<file path="config.mk">
export PLATFORM = sky130hd
export DESIGN_NAME = bti_ctrl
export DESIGN_NICKNAME = d
export VERILOG_FILES = /design/src/design/bti_pkg.sv /design/src/design/bti_ctrl.sv
export VERILOG_INCLUDE_DIRS = /design/src /design/src/design
export SDC_FILE = /design/constraint.sdc
export NUM_CORES = 1
export LEC_CHECK = 0
export BUFFER_PORTS_ARGS = -buffer_cell sky130_fd_sc_hd__buf_2
export CAP_MARGIN = 30
export CORE_AREA = 2 2 83 61
export DETAILED_ROUTE_END_ITERATION = 8
export DIE_AREA = 0 0 85 63
export SLEW_MARGIN = 20
export SYNTH_ARGS = -nofsm -noshare
export SYNTH_HDL_FRONTEND = slang
export SYNTH_SLANG_ARGS = --single-unit
export TNS_END_PERCENT = 100
</file>
<file path="constraint.sdc">
create_clock -name i_clk -period 1.7 [get_ports i_clk]
set_input_delay 0 -clock i_clk [delete_from_list [all_inputs] [get_ports i_clk]]
set_output_delay 0 -clock i_clk [all_outputs]
set_load 0.1 [all_outputs]
</file>
<file path="src/design/bilinear_table_interpolator_defines.svh">
// assertion macros shared by the interpolator modules
// no dependencies; included by the controller and the datapath
`ifndef BILINEAR_TABLE_INTERPOLATOR_DEFINES_SVH
`define BILINEAR_TABLE_INTERPOLATOR_DEFINES_SVH

// consequent must hold in the same cycle as the antecedent
`define BTI_ASSERT_SAME(lbl, clk, rst_n, ante, cons) \
    lbl: assert property (@(posedge clk) disable iff (!rst_n) (ante) |-> (cons)) \
        else $error("bilinear interpolator check failed");

// consequent must hold in the cycle after the antecedent
`define BTI_ASSERT_NEXT(lbl, clk, rst_n, ante, cons) \
    lbl: assert property (@(posedge clk) disable iff (!rst_n) (ante) |=> (cons)) \
        else $error("bilinear interpolator check failed");

`endif

</file>
<file path="src/design/bti_pkg.sv">
// types, codes and sizes of the bilinear table interpolator
// no dependencies; imported by every module of the block
package bti_pkg;

    // table geometry
    localparam int MAX_ROWS   = 16;
    localparam int MAX_COLS   = 32;
    localparam int ROW_AW     = $clog2(MAX_ROWS);
    localparam int COL_AW     = $clog2(MAX_COLS);
    localparam int GRID_AW    = ROW_AW + COL_AW;
    localparam int MIN_IN_USE = 2;
    localparam int SRCH_STEPS = (MAX_ROWS > MAX_COLS) ? MAX_ROWS : MAX_COLS;
    localparam int IDX_W      = $clog2(SRCH_STEPS);

    // configuration registers
    localparam int ROWS_W = 5;
    localparam int COLS_W = 6;
    localparam int CFG_DW = 6;
    localparam int CFG_IW = 1;
    localparam logic [CFG_IW-1:0] CFG_ROWS = 1'd0;
    localparam logic [CFG_IW-1:0] CFG_COLS = 1'd1;

    // arithmetic sizes
    localparam int DW        = 32;
    localparam int FRAC      = 16;
    localparam int DIFF_W    = DW + 1;
    localparam int NUM_W     = DW + FRAC;
    localparam int DIV_STEPS = NUM_W;
    localparam int TW        = NUM_W + 2;
    localparam int VW        = 50;
    localparam int MW        = 50;
    localparam int MUL_STEPS = MW;
    localparam int PW        = 2 * MW;
    localparam int SAT_W     = 64;
    localparam int CNT_W     = $clog2(MUL_STEPS + 1);
    localparam int SEL_W     = 2;

    // item actions
    localparam logic [1:0] ACT_WR_ROW  = 2'd0;
    localparam logic [1:0] ACT_WR_COL  = 2'd1;
    localparam logic [1:0] ACT_WR_GRID = 2'd2;
    localparam logic [1:0] ACT_QUERY   = 2'd3;

    // result status
    localparam logic [1:0] ST_OK    = 2'd0;
    localparam logic [1:0] ST_DEGEN = 2'd1;
    localparam logic [1:0] ST_SAT   = 2'd2;

    // datapath operations
    localparam int OP_W = 4;
    localparam logic [OP_W-1:0] OP_NONE     = 4'd0;
    localparam logic [OP_W-1:0] OP_SRCH     = 4'd1;
    localparam logic [OP_W-1:0] OP_BRK_LO   = 4'd2;
    localparam logic [OP_W-1:0] OP_BRK_HI   = 4'd3;
    localparam logic [OP_W-1:0] OP_BRK_CAP  = 4'd4;
    localparam logic [OP_W-1:0] OP_DIV_INIT = 4'd5;
    localparam logic [OP_W-1:0] OP_DIV_STEP = 4'd6;
    localparam logic [OP_W-1:0] OP_DIV_END  = 4'd7;
    localparam logic [OP_W-1:0] OP_GRID     = 4'd8;
    localparam logic [OP_W-1:0] OP_MUL_INIT = 4'd9;
    localparam logic [OP_W-1:0] OP_MUL_STEP = 4'd10;
    localparam logic [OP_W-1:0] OP_MUL_END  = 4'd11;
    localparam logic [OP_W-1:0] OP_OUT      = 4'd12;

    // divider axis and lerp selectors
    localparam logic [SEL_W-1:0] SEL_ROW  = 2'd0;
    localparam logic [SEL_W-1:0] SEL_COL  = 2'd1;
    localparam logic [SEL_W-1:0] LERP_TOP = 2'd0;
    localparam logic [SEL_W-1:0] LERP_BOT = 2'd1;
    localparam logic [SEL_W-1:0] LERP_OUT = 2'd2;

    typedef struct packed {
        logic [1:0]           action;
        logic [3:0]           row_index;
        logic [4:0]           col_index;
        logic signed [31:0]   write_data;
        logic signed [31:0]   arg_row;
        logic signed [31:0]   arg_col;
    } t_in;

    typedef struct packed {
        logic signed [31:0] value;
        logic [1:0]         status;
    } t_out;

    typedef struct packed {
        logic             accept;
        logic [OP_W-1:0]  op;
        logic [IDX_W-1:0] idx;
    } t_dp_cmd;

    typedef struct packed {
        logic degen;
        logic out_free;
    } t_dp_stat;

endpackage

</file>
<file path="src/design/bti_ctrl.sv">
// sequencer of the interpolator: accepts items and steps the datapath
// depends on bti_pkg and the assertion macro header
`include "bilinear_table_interpolator_defines.svh"

module bti_ctrl
    import bti_pkg::*;
(
    input  logic       i_clk,
    input  logic       i_rst_n,
    input  logic       i_valid,
    input  logic [1:0] i_action,
    output logic       o_stall,
    output t_dp_cmd    o_cmd,
    input  t_dp_stat   i_stat
);

    localparam logic [3:0] S_IDLE  = 4'd0;
    localparam logic [3:0] S_SRCH  = 4'd1;
    localparam logic [3:0] S_SWAIT = 4'd2;
    localparam logic [3:0] S_BLO   = 4'd3;
    localparam logic [3:0] S_BHI   = 4'd4;
    localparam logic [3:0] S_BCAP  = 4'd5;
    localparam logic [3:0] S_CHK   = 4'd6;
    localparam logic [3:0] S_DIVI  = 4'd7;
    localparam logic [3:0] S_DIVS  = 4'd8;
    localparam logic [3:0] S_DIVE  = 4'd9;
    localparam logic [3:0] S_GRID  = 4'd10;
    localparam logic [3:0] S_GWAIT = 4'd11;
    localparam logic [3:0] S_MULI  = 4'd12;
    localparam logic [3:0] S_MULS  = 4'd13;
    localparam logic [3:0] S_MULE  = 4'd14;
    localparam logic [3:0] S_OUT   = 4'd15;

    logic [3:0]       r_state, n_state;
    logic [CNT_W-1:0] r_cnt, n_cnt;
    logic [SEL_W-1:0] r_sel, n_sel;

    // input side is open only between queries
    assign o_stall = (r_state != S_IDLE);

    // next state and datapath commands
    always_comb begin
        n_state      = r_state;
        n_cnt        = r_cnt;
        n_sel        = r_sel;
        o_cmd.accept = 1'b0;
        o_cmd.op     = OP_NONE;
        o_cmd.idx    = '0;
        unique case (r_state)
            S_IDLE: begin
                o_cmd.accept = i_valid;
                if (i_valid && (i_action == ACT_QUERY)) begin
                    n_state = S_SRCH;
                    n_cnt   = '0;
                end
            end
            S_SRCH: begin
                o_cmd.op  = OP_SRCH;
                o_cmd.idx = r_cnt[IDX_W-1:0];
                if (r_cnt == CNT_W'(SRCH_STEPS - 1)) begin
                    n_state = S_SWAIT;
                end else begin
                    n_cnt = r_cnt + CNT_W'(1);
                end
            end
            S_SWAIT: n_state = S_BLO;
            S_BLO: begin
                o_cmd.op = OP_BRK_LO;
                n_state  = S_BHI;
            end
            S_BHI: begin
                o_cmd.op = OP_BRK_HI;
                n_state  = S_BCAP;
            end
            S_BCAP: begin
                o_cmd.op = OP_BRK_CAP;
                n_state  = S_CHK;
            end
            S_CHK: begin
                if (i_stat.degen) begin
                    n_state = S_OUT;
                end else begin
                    n_state = S_DIVI;
                    n_sel   = SEL_ROW;
                end
            end
            S_DIVI: begin
                o_cmd.op  = OP_DIV_INIT;
                o_cmd.idx = IDX_W'(r_sel);
                n_cnt     = '0;
                n_state   = S_DIVS;
            end
            S_DIVS: begin
                o_cmd.op = OP_DIV_STEP;
                if (r_cnt == CNT_W'(DIV_STEPS - 1)) begin
                    n_state = S_DIVE;
                end else begin
                    n_cnt = r_cnt + CNT_W'(1);
                end
            end
            S_DIVE: begin
                o_cmd.op  = OP_DIV_END;
                o_cmd.idx = IDX_W'(r_sel);
                if (r_sel == SEL_ROW) begin
                    n_sel   = SEL_COL;
                    n_state = S_DIVI;
                end else begin
                    n_cnt   = '0;
                    n_state = S_GRID;
                end
            end
            S_GRID: begin
                o_cmd.op  = OP_GRID;
                o_cmd.idx = r_cnt[IDX_W-1:0];
                if (r_cnt == CNT_W'(3)) begin
                    n_state = S_GWAIT;
                end else begin
                    n_cnt = r_cnt + CNT_W'(1);
                end
            end
            S_GWAIT: begin
                n_sel   = LERP_TOP;
                n_state = S_MULI;
            end
            S_MULI: begin
                o_cmd.op  = OP_MUL_INIT;
                o_cmd.idx = IDX_W'(r_sel);
                n_cnt     = '0;
                n_state   = S_MULS;
            end
            S_MULS: begin
                o_cmd.op = OP_MUL_STEP;
                if (r_cnt == CNT_W'(MUL_STEPS - 1)) begin
                    n_state = S_MULE;
                end else begin
                    n_cnt = r_cnt + CNT_W'(1);
                end
            end
            S_MULE: begin
                o_cmd.op  = OP_MUL_END;
                o_cmd.idx = IDX_W'(r_sel);
                if (r_sel == LERP_OUT) begin
                    n_state = S_OUT;
                end else begin
                    n_sel   = r_sel + SEL_W'(1);
                    n_state = S_MULI;
                end
            end
            S_OUT: begin
                if (i_stat.out_free) begin
                    o_cmd.op = OP_OUT;
                    n_state  = S_IDLE;
                end
            end
            default: n_state = S_IDLE;
        endcase
    end

    // state registers
    always_ff @(posedge i_clk) begin
        if (!i_rst_n) begin
            r_state <= S_IDLE;
            r_cnt   <= '0;
            r_sel   <= '0;
        end else begin
            r_state <= n_state;
            r_cnt   <= n_cnt;
            r_sel   <= n_sel;
        end
    end

    `BTI_ASSERT_NEXT(a_query_starts_search, i_clk, i_rst_n, (r_state == S_IDLE) && i_valid && (i_action == ACT_QUERY), r_state == S_SRCH)
    `BTI_ASSERT_SAME(a_div_count_bound, i_clk, i_rst_n, r_state == S_DIVS, r_cnt < CNT_W'(DIV_STEPS))
    `BTI_ASSERT_SAME(a_lerp_sel_bound, i_clk, i_rst_n, (r_state == S_MULI) || (r_state == S_MULS) || (r_state == S_MULE), r_sel <= LERP_OUT)

endmodule

</file>
# == Word level (Yosys, flattened, before mapping) ==
# Cells that the tools add are included.
# op_classes
n_reduce_logical,12
n_eq_ne,35
muxes,25
n_addsub,2
# op_table
cell,count
$pmux 4 s16,1
$pmux 4 s12,1
$pmux 6 s7,1
$mux 4,9
$mux 6,6
$eq 4x4->1 const B,8
$ne 2x2->1 const B,14
$eq 4x3->1 const B,4
$eq 6x6->1 const B,2
$pmux 5 s2,1
$eq 4x2->1 const B,2
$mux 2,4
$pmux 2 s4,1
$reduce_bool 4->1,2
$reduce_and 7->1,1
$reduce_bool 7->1,1
$add 6x1->6 const B,1
$eq 6x2->1 const B,1
$eq 6x5->1 const B,1
$reduce_and 6->1,1
$eq 2x2->1 const B,2
$eq 4x1->1 const B,1
$logic_not 4->1,1
$reduce_and 4->1,1
6 further kinds,7
# totals
regBits,12
word_cells,77
inputBits,7

# == Longest topological paths before layout ==
# logic_depth
ltp_word,4
mapped_depth,7
depth_no_buf,7

# == Least setup slack after synthesis ==
# OpenSTA, ideal clock, no wires.
# synth_path
path_kind,reg-to-output
startpoint,reg r_state[2]
endpoint,out o_cmd[8] (netlist name)
path_slack_ps,-1503
t_arrival_ps,3203
n_path_buf,2
stages_incl_launch_ff,5
required_ps,1700
cell_sequence,dfxtp_1 buf_2 buf_1 o21ai_0 a21boi_0
# synth_lines
element,line_no,rtl
"start, declared",bti_ctrl.sv:34,"logic [3:0] r_state, n_state;"
"start signal, assigned",bti_ctrl.sv:166,r_state <= n_state;
"end, declared",bti_ctrl.sv:13,"output t_dp_cmd o_cmd,"

# == Worst setup path after layout ==
# layout_path
startpoint,reg r_cnt[0]
endpoint,reg r_state[1]
# layout_between
elab_chain_cells,3
elab_cells_between_ends,9
classes_between,eq/ne (8); reduce/logical (1)
# layout_rtl
element,line_no,rtl
"start, declared",bti_ctrl.sv:35,"logic [CNT_W-1:0] r_cnt, n_cnt;"
"start signal, assigned",bti_ctrl.sv:167,r_cnt <= n_cnt;
$eq 6x6->1 (tied with other cells),bti_ctrl.sv:133,if (r_cnt == CNT_W'(MUL_STEPS - 1)) begin
$ne 2x2->1 (no line),--,
$reduce_and 6->1 (no line) *,--,
# Every way passes the cells marked *; elsewhere a longest branch is shown, timed or not.
# A chain may end at the register's enable or synchronous reset.

==> flow_metrics.tcl <==
set metrics [dict create \
    status "finished with violations" \
    violations "setup timing" \
    cp-endpoint "r_state[1]$_SDFFE_PN0P_" \
    setup-violations-final 9 \
    final.setup.worst_slack_ns -0.137 \
    wl_met3_um 245 \
    viasPerCell 5.48 \
    layout_min_cycle_time_ns 1.84 \
    design_area_sq_um 2550 \
    drtIter0Drc 102 \
    synth_cell_types 58 \
    crit_type "reg -> reg" \
    vdd_drop_max_mv 1.83 \
    r2r_end "r_state[1]$_SDFFE_PN0P_" \
    ios 18 \
    routed_wl_um 4850 \
    h-tree-depth 1 \
    wl_met1_um 2360 \
    yosys.area.top_type "dfxtp_1" \
    synth_area_leaders "dfxtp_1 18%, nand2_1 4.5%, a21oi_1 3.7%" \
    grt_pass1_wl_um 7670 \
    grt_max_degree 17 \
    r2r_cells 7 \
    io_buffers 17 \
    critPathLaunch "r_cnt[0]$_SDFFE_PN0P_" \
    power_leakage_nw 0.929 \
    max-cap-violations 0 \
    end_kind "flip-flop" \
    slew_violations 0 \
    clkSinkCount 12 \
    critPathLaunchType "flip-flop" \
    dp_hpwl_um 3400 \
    numCtsBuffers 3 \
    clockRootBuffer "clkbuf_8" \
    ys_ff_latch 12 \
    dr_total_vias 1633 \
    fmax_mhz 544 \
    total_power_mw 4.75 \
    placed_area_sq_um 2100 \
    synthesis.nets 182 \
    cts_tree "yes" \
    area_growth_pct 90.3 \
    ys_top_cells_by_count "16 x nand2_1, 12 x dfxtp_1, 12 x inv_1, 12 x nor2_1" \
    rows 21 \
    clock_latency_ns 0.25 \
    tightest_slew_ns 0.451 \
    synth_edf_count 0 \
    fin_crit_sh_pct 108 \
    synth_top_area_share_pct 17.9 \
    wl_per_cell_um 16.3 \
    wl_met2_um 2220 \
    powerDensity_nw_per_um2 1860 \
    grt_pass1_vias 1575 \
    hold_class "in -> reg" \
    synthCells 171 \
    antenna_found_initial 0 \
    gp_congestion 0.873 \
    synth_flop_cell "dfxtp_1" \
    synthArstFlopShare_pct 0 \
    nets 253 \
    die_area_sq_um 5360 \
    rsz0062_at_grt "yes" \
    core_area_sq_um 4600 \
    arrival_ns 1.98 \
    fin_skew_ns 0.00330 \
    drc 0 \
    ant_nets 0 \
    postCtsHoldBufs 0 \
    track_usage_pct 17.6 \
    gr-total-overflow 0 \
    initial_core_util_pct 29.1 \
    r2r-start "r_cnt[0]$_SDFFE_PN0P_" \
    clock_tree.buffer_depth 2 \
    crit_required_ns 1.84 \
    clk_pin_slew_ns 0.06 \
    die_y_um 63 \
    diodes 0 \
    synthMostInstantiatedCell "nand2_1" \
    synth_warnings 0 \
    pre_cts_slack_ns -0.221 \
    netlist_area_sq_um 1340 \
    finalHoldViolCount 0 \
    final_layout_size_suffix_gt1_share_pct 64.7 \
    die_w_um 85 \
    worstPathMaxFanout 7 \
    slew_headroom_pct 69.9 \
    top_layer_used "met4" \
    drt_pass1_iterations 4 \
    yosysSeqAreaShare_pct 17.9 \
    syn_avg_cell_area_sq_um 7.84 \
    fin_util_pct 55.5 \
    regToRegSetupSlack_ns -0.14 \
]
==> registers in the layout (all words and copies together), names as in the netlist <==
name	flops
r_cnt	6
r_state	4
r_sel	2
==> layout by cell type, fill, tap and decap left out, types with 3 or more instances in the layout <==
cell / count
a21oi_1: 5
a21oi_2: 3
buf_12: 11
buf_2: 6
buf_4: 51
buf_6: 11
clkbuf_8: 4
dfxtp_1: 3
dfxtp_2: 6
dfxtp_4: 3
ha_4: 3
inv_1: 9
nand2_1: 13
nor2_1: 7
nor2_2: 3
nor2_4: 3
nor3_1: 3
nor3_4: 4
nor4bb_2: 3
o21ai_0: 7
o22ai_4: 3
o311a_1: 3
==> critical path, cell delays in order, from the launching register on <==
cell and delay [ns]:
dfxtp_4 0.35, ha_4 0.14, nand3_2 0.09, o311a_1 0.34, nor4_4 0.31, buf_4 0.20
a21oi_1 0.07, a311oi_1 0.23
==> cell type report <==
type                    instances  area, sq um
fillers                       374         2050
multi-input cells             133         1340
repair buffers                 80          772
flip-flops and latches         12          259
well taps                      57         71.3
clock buffers                   4         55.1
inverters                      12         48.8
==> layer usage <==
| metal | up-vias | global-route usage, % |
|---|---|---|
| met5 | - | 0 |
| met4 | 0 | 2.38 |
| met3 | 4 | 2.91 |
| met2 | 42 | 27.1 |
| met1 | 795 | 26.2 |
| li1 | 792 | - |
==> metrics by stage <==
step / TNS, ns / hold slack (ns) / std cells
2_1_floorplan: -0.640 / 0.199 / 171
6_report: -0.578 / 0.0925 / 298
3_5_place_dp: -1.42 / 0.347 / 281
3_3_place_gp: -1.19 / 0.339 / 281
5_1_grt: -1.42 / 0.134 / 298
4_1_cts: -0.307 / 0.0818 / 295
==> timing repair <==
item | in CTS | in global routing
pin swaps | 11 | 15
buffers inserted | 11 | 3
setup endpoints to repair | 16 | 16
endpoints found under the hold margin | 0 | 0
gates resized for setup | 38 | 32
cloned | 0 | 0
==> worst min-delay path by stage <==
stage / from / to / slack, ns / cells after the start
after floorplan: i_valid / o_cmd[9] / 0.20 / 2
after global placement: i_rst_n / r_cnt[0]$_SDFFE_PN0P_ / 0.34 / 3
after detailed placement: i_rst_n / r_cnt[0]$_SDFFE_PN0P_ / 0.35 / 3
after CTS: i_rst_n / r_cnt[0]$_SDFFE_PN0P_ / 0.08 / 3
after global routing: i_rst_n / r_cnt[0]$_SDFFE_PN0P_ / 0.13 / 3
final: i_rst_n / r_cnt[0]$_SDFFE_PN0P_ / 0.09 / 3
==> report_power, final <==
group	internal [mW]	switching (mW)
logic	1.80	2.19
clock network	0.205	0.119
registers	0.356	0.0838
==> kinds of logic after synthesis <==
group                      after synthesis  synth area share [%]
buffers and inverters                   26                  12.6
xor gates and xnor gates                 2                  1.31
muxes                                    2                  1.49
AOI/OAI and AO/OA                       56                  31.8
and+or+nand+nor                         69                  31.1
adders and majority gates                4                  3.73
DFF                                     12                  17.9
No activity file was read; power rests on OpenSTA's default activity.
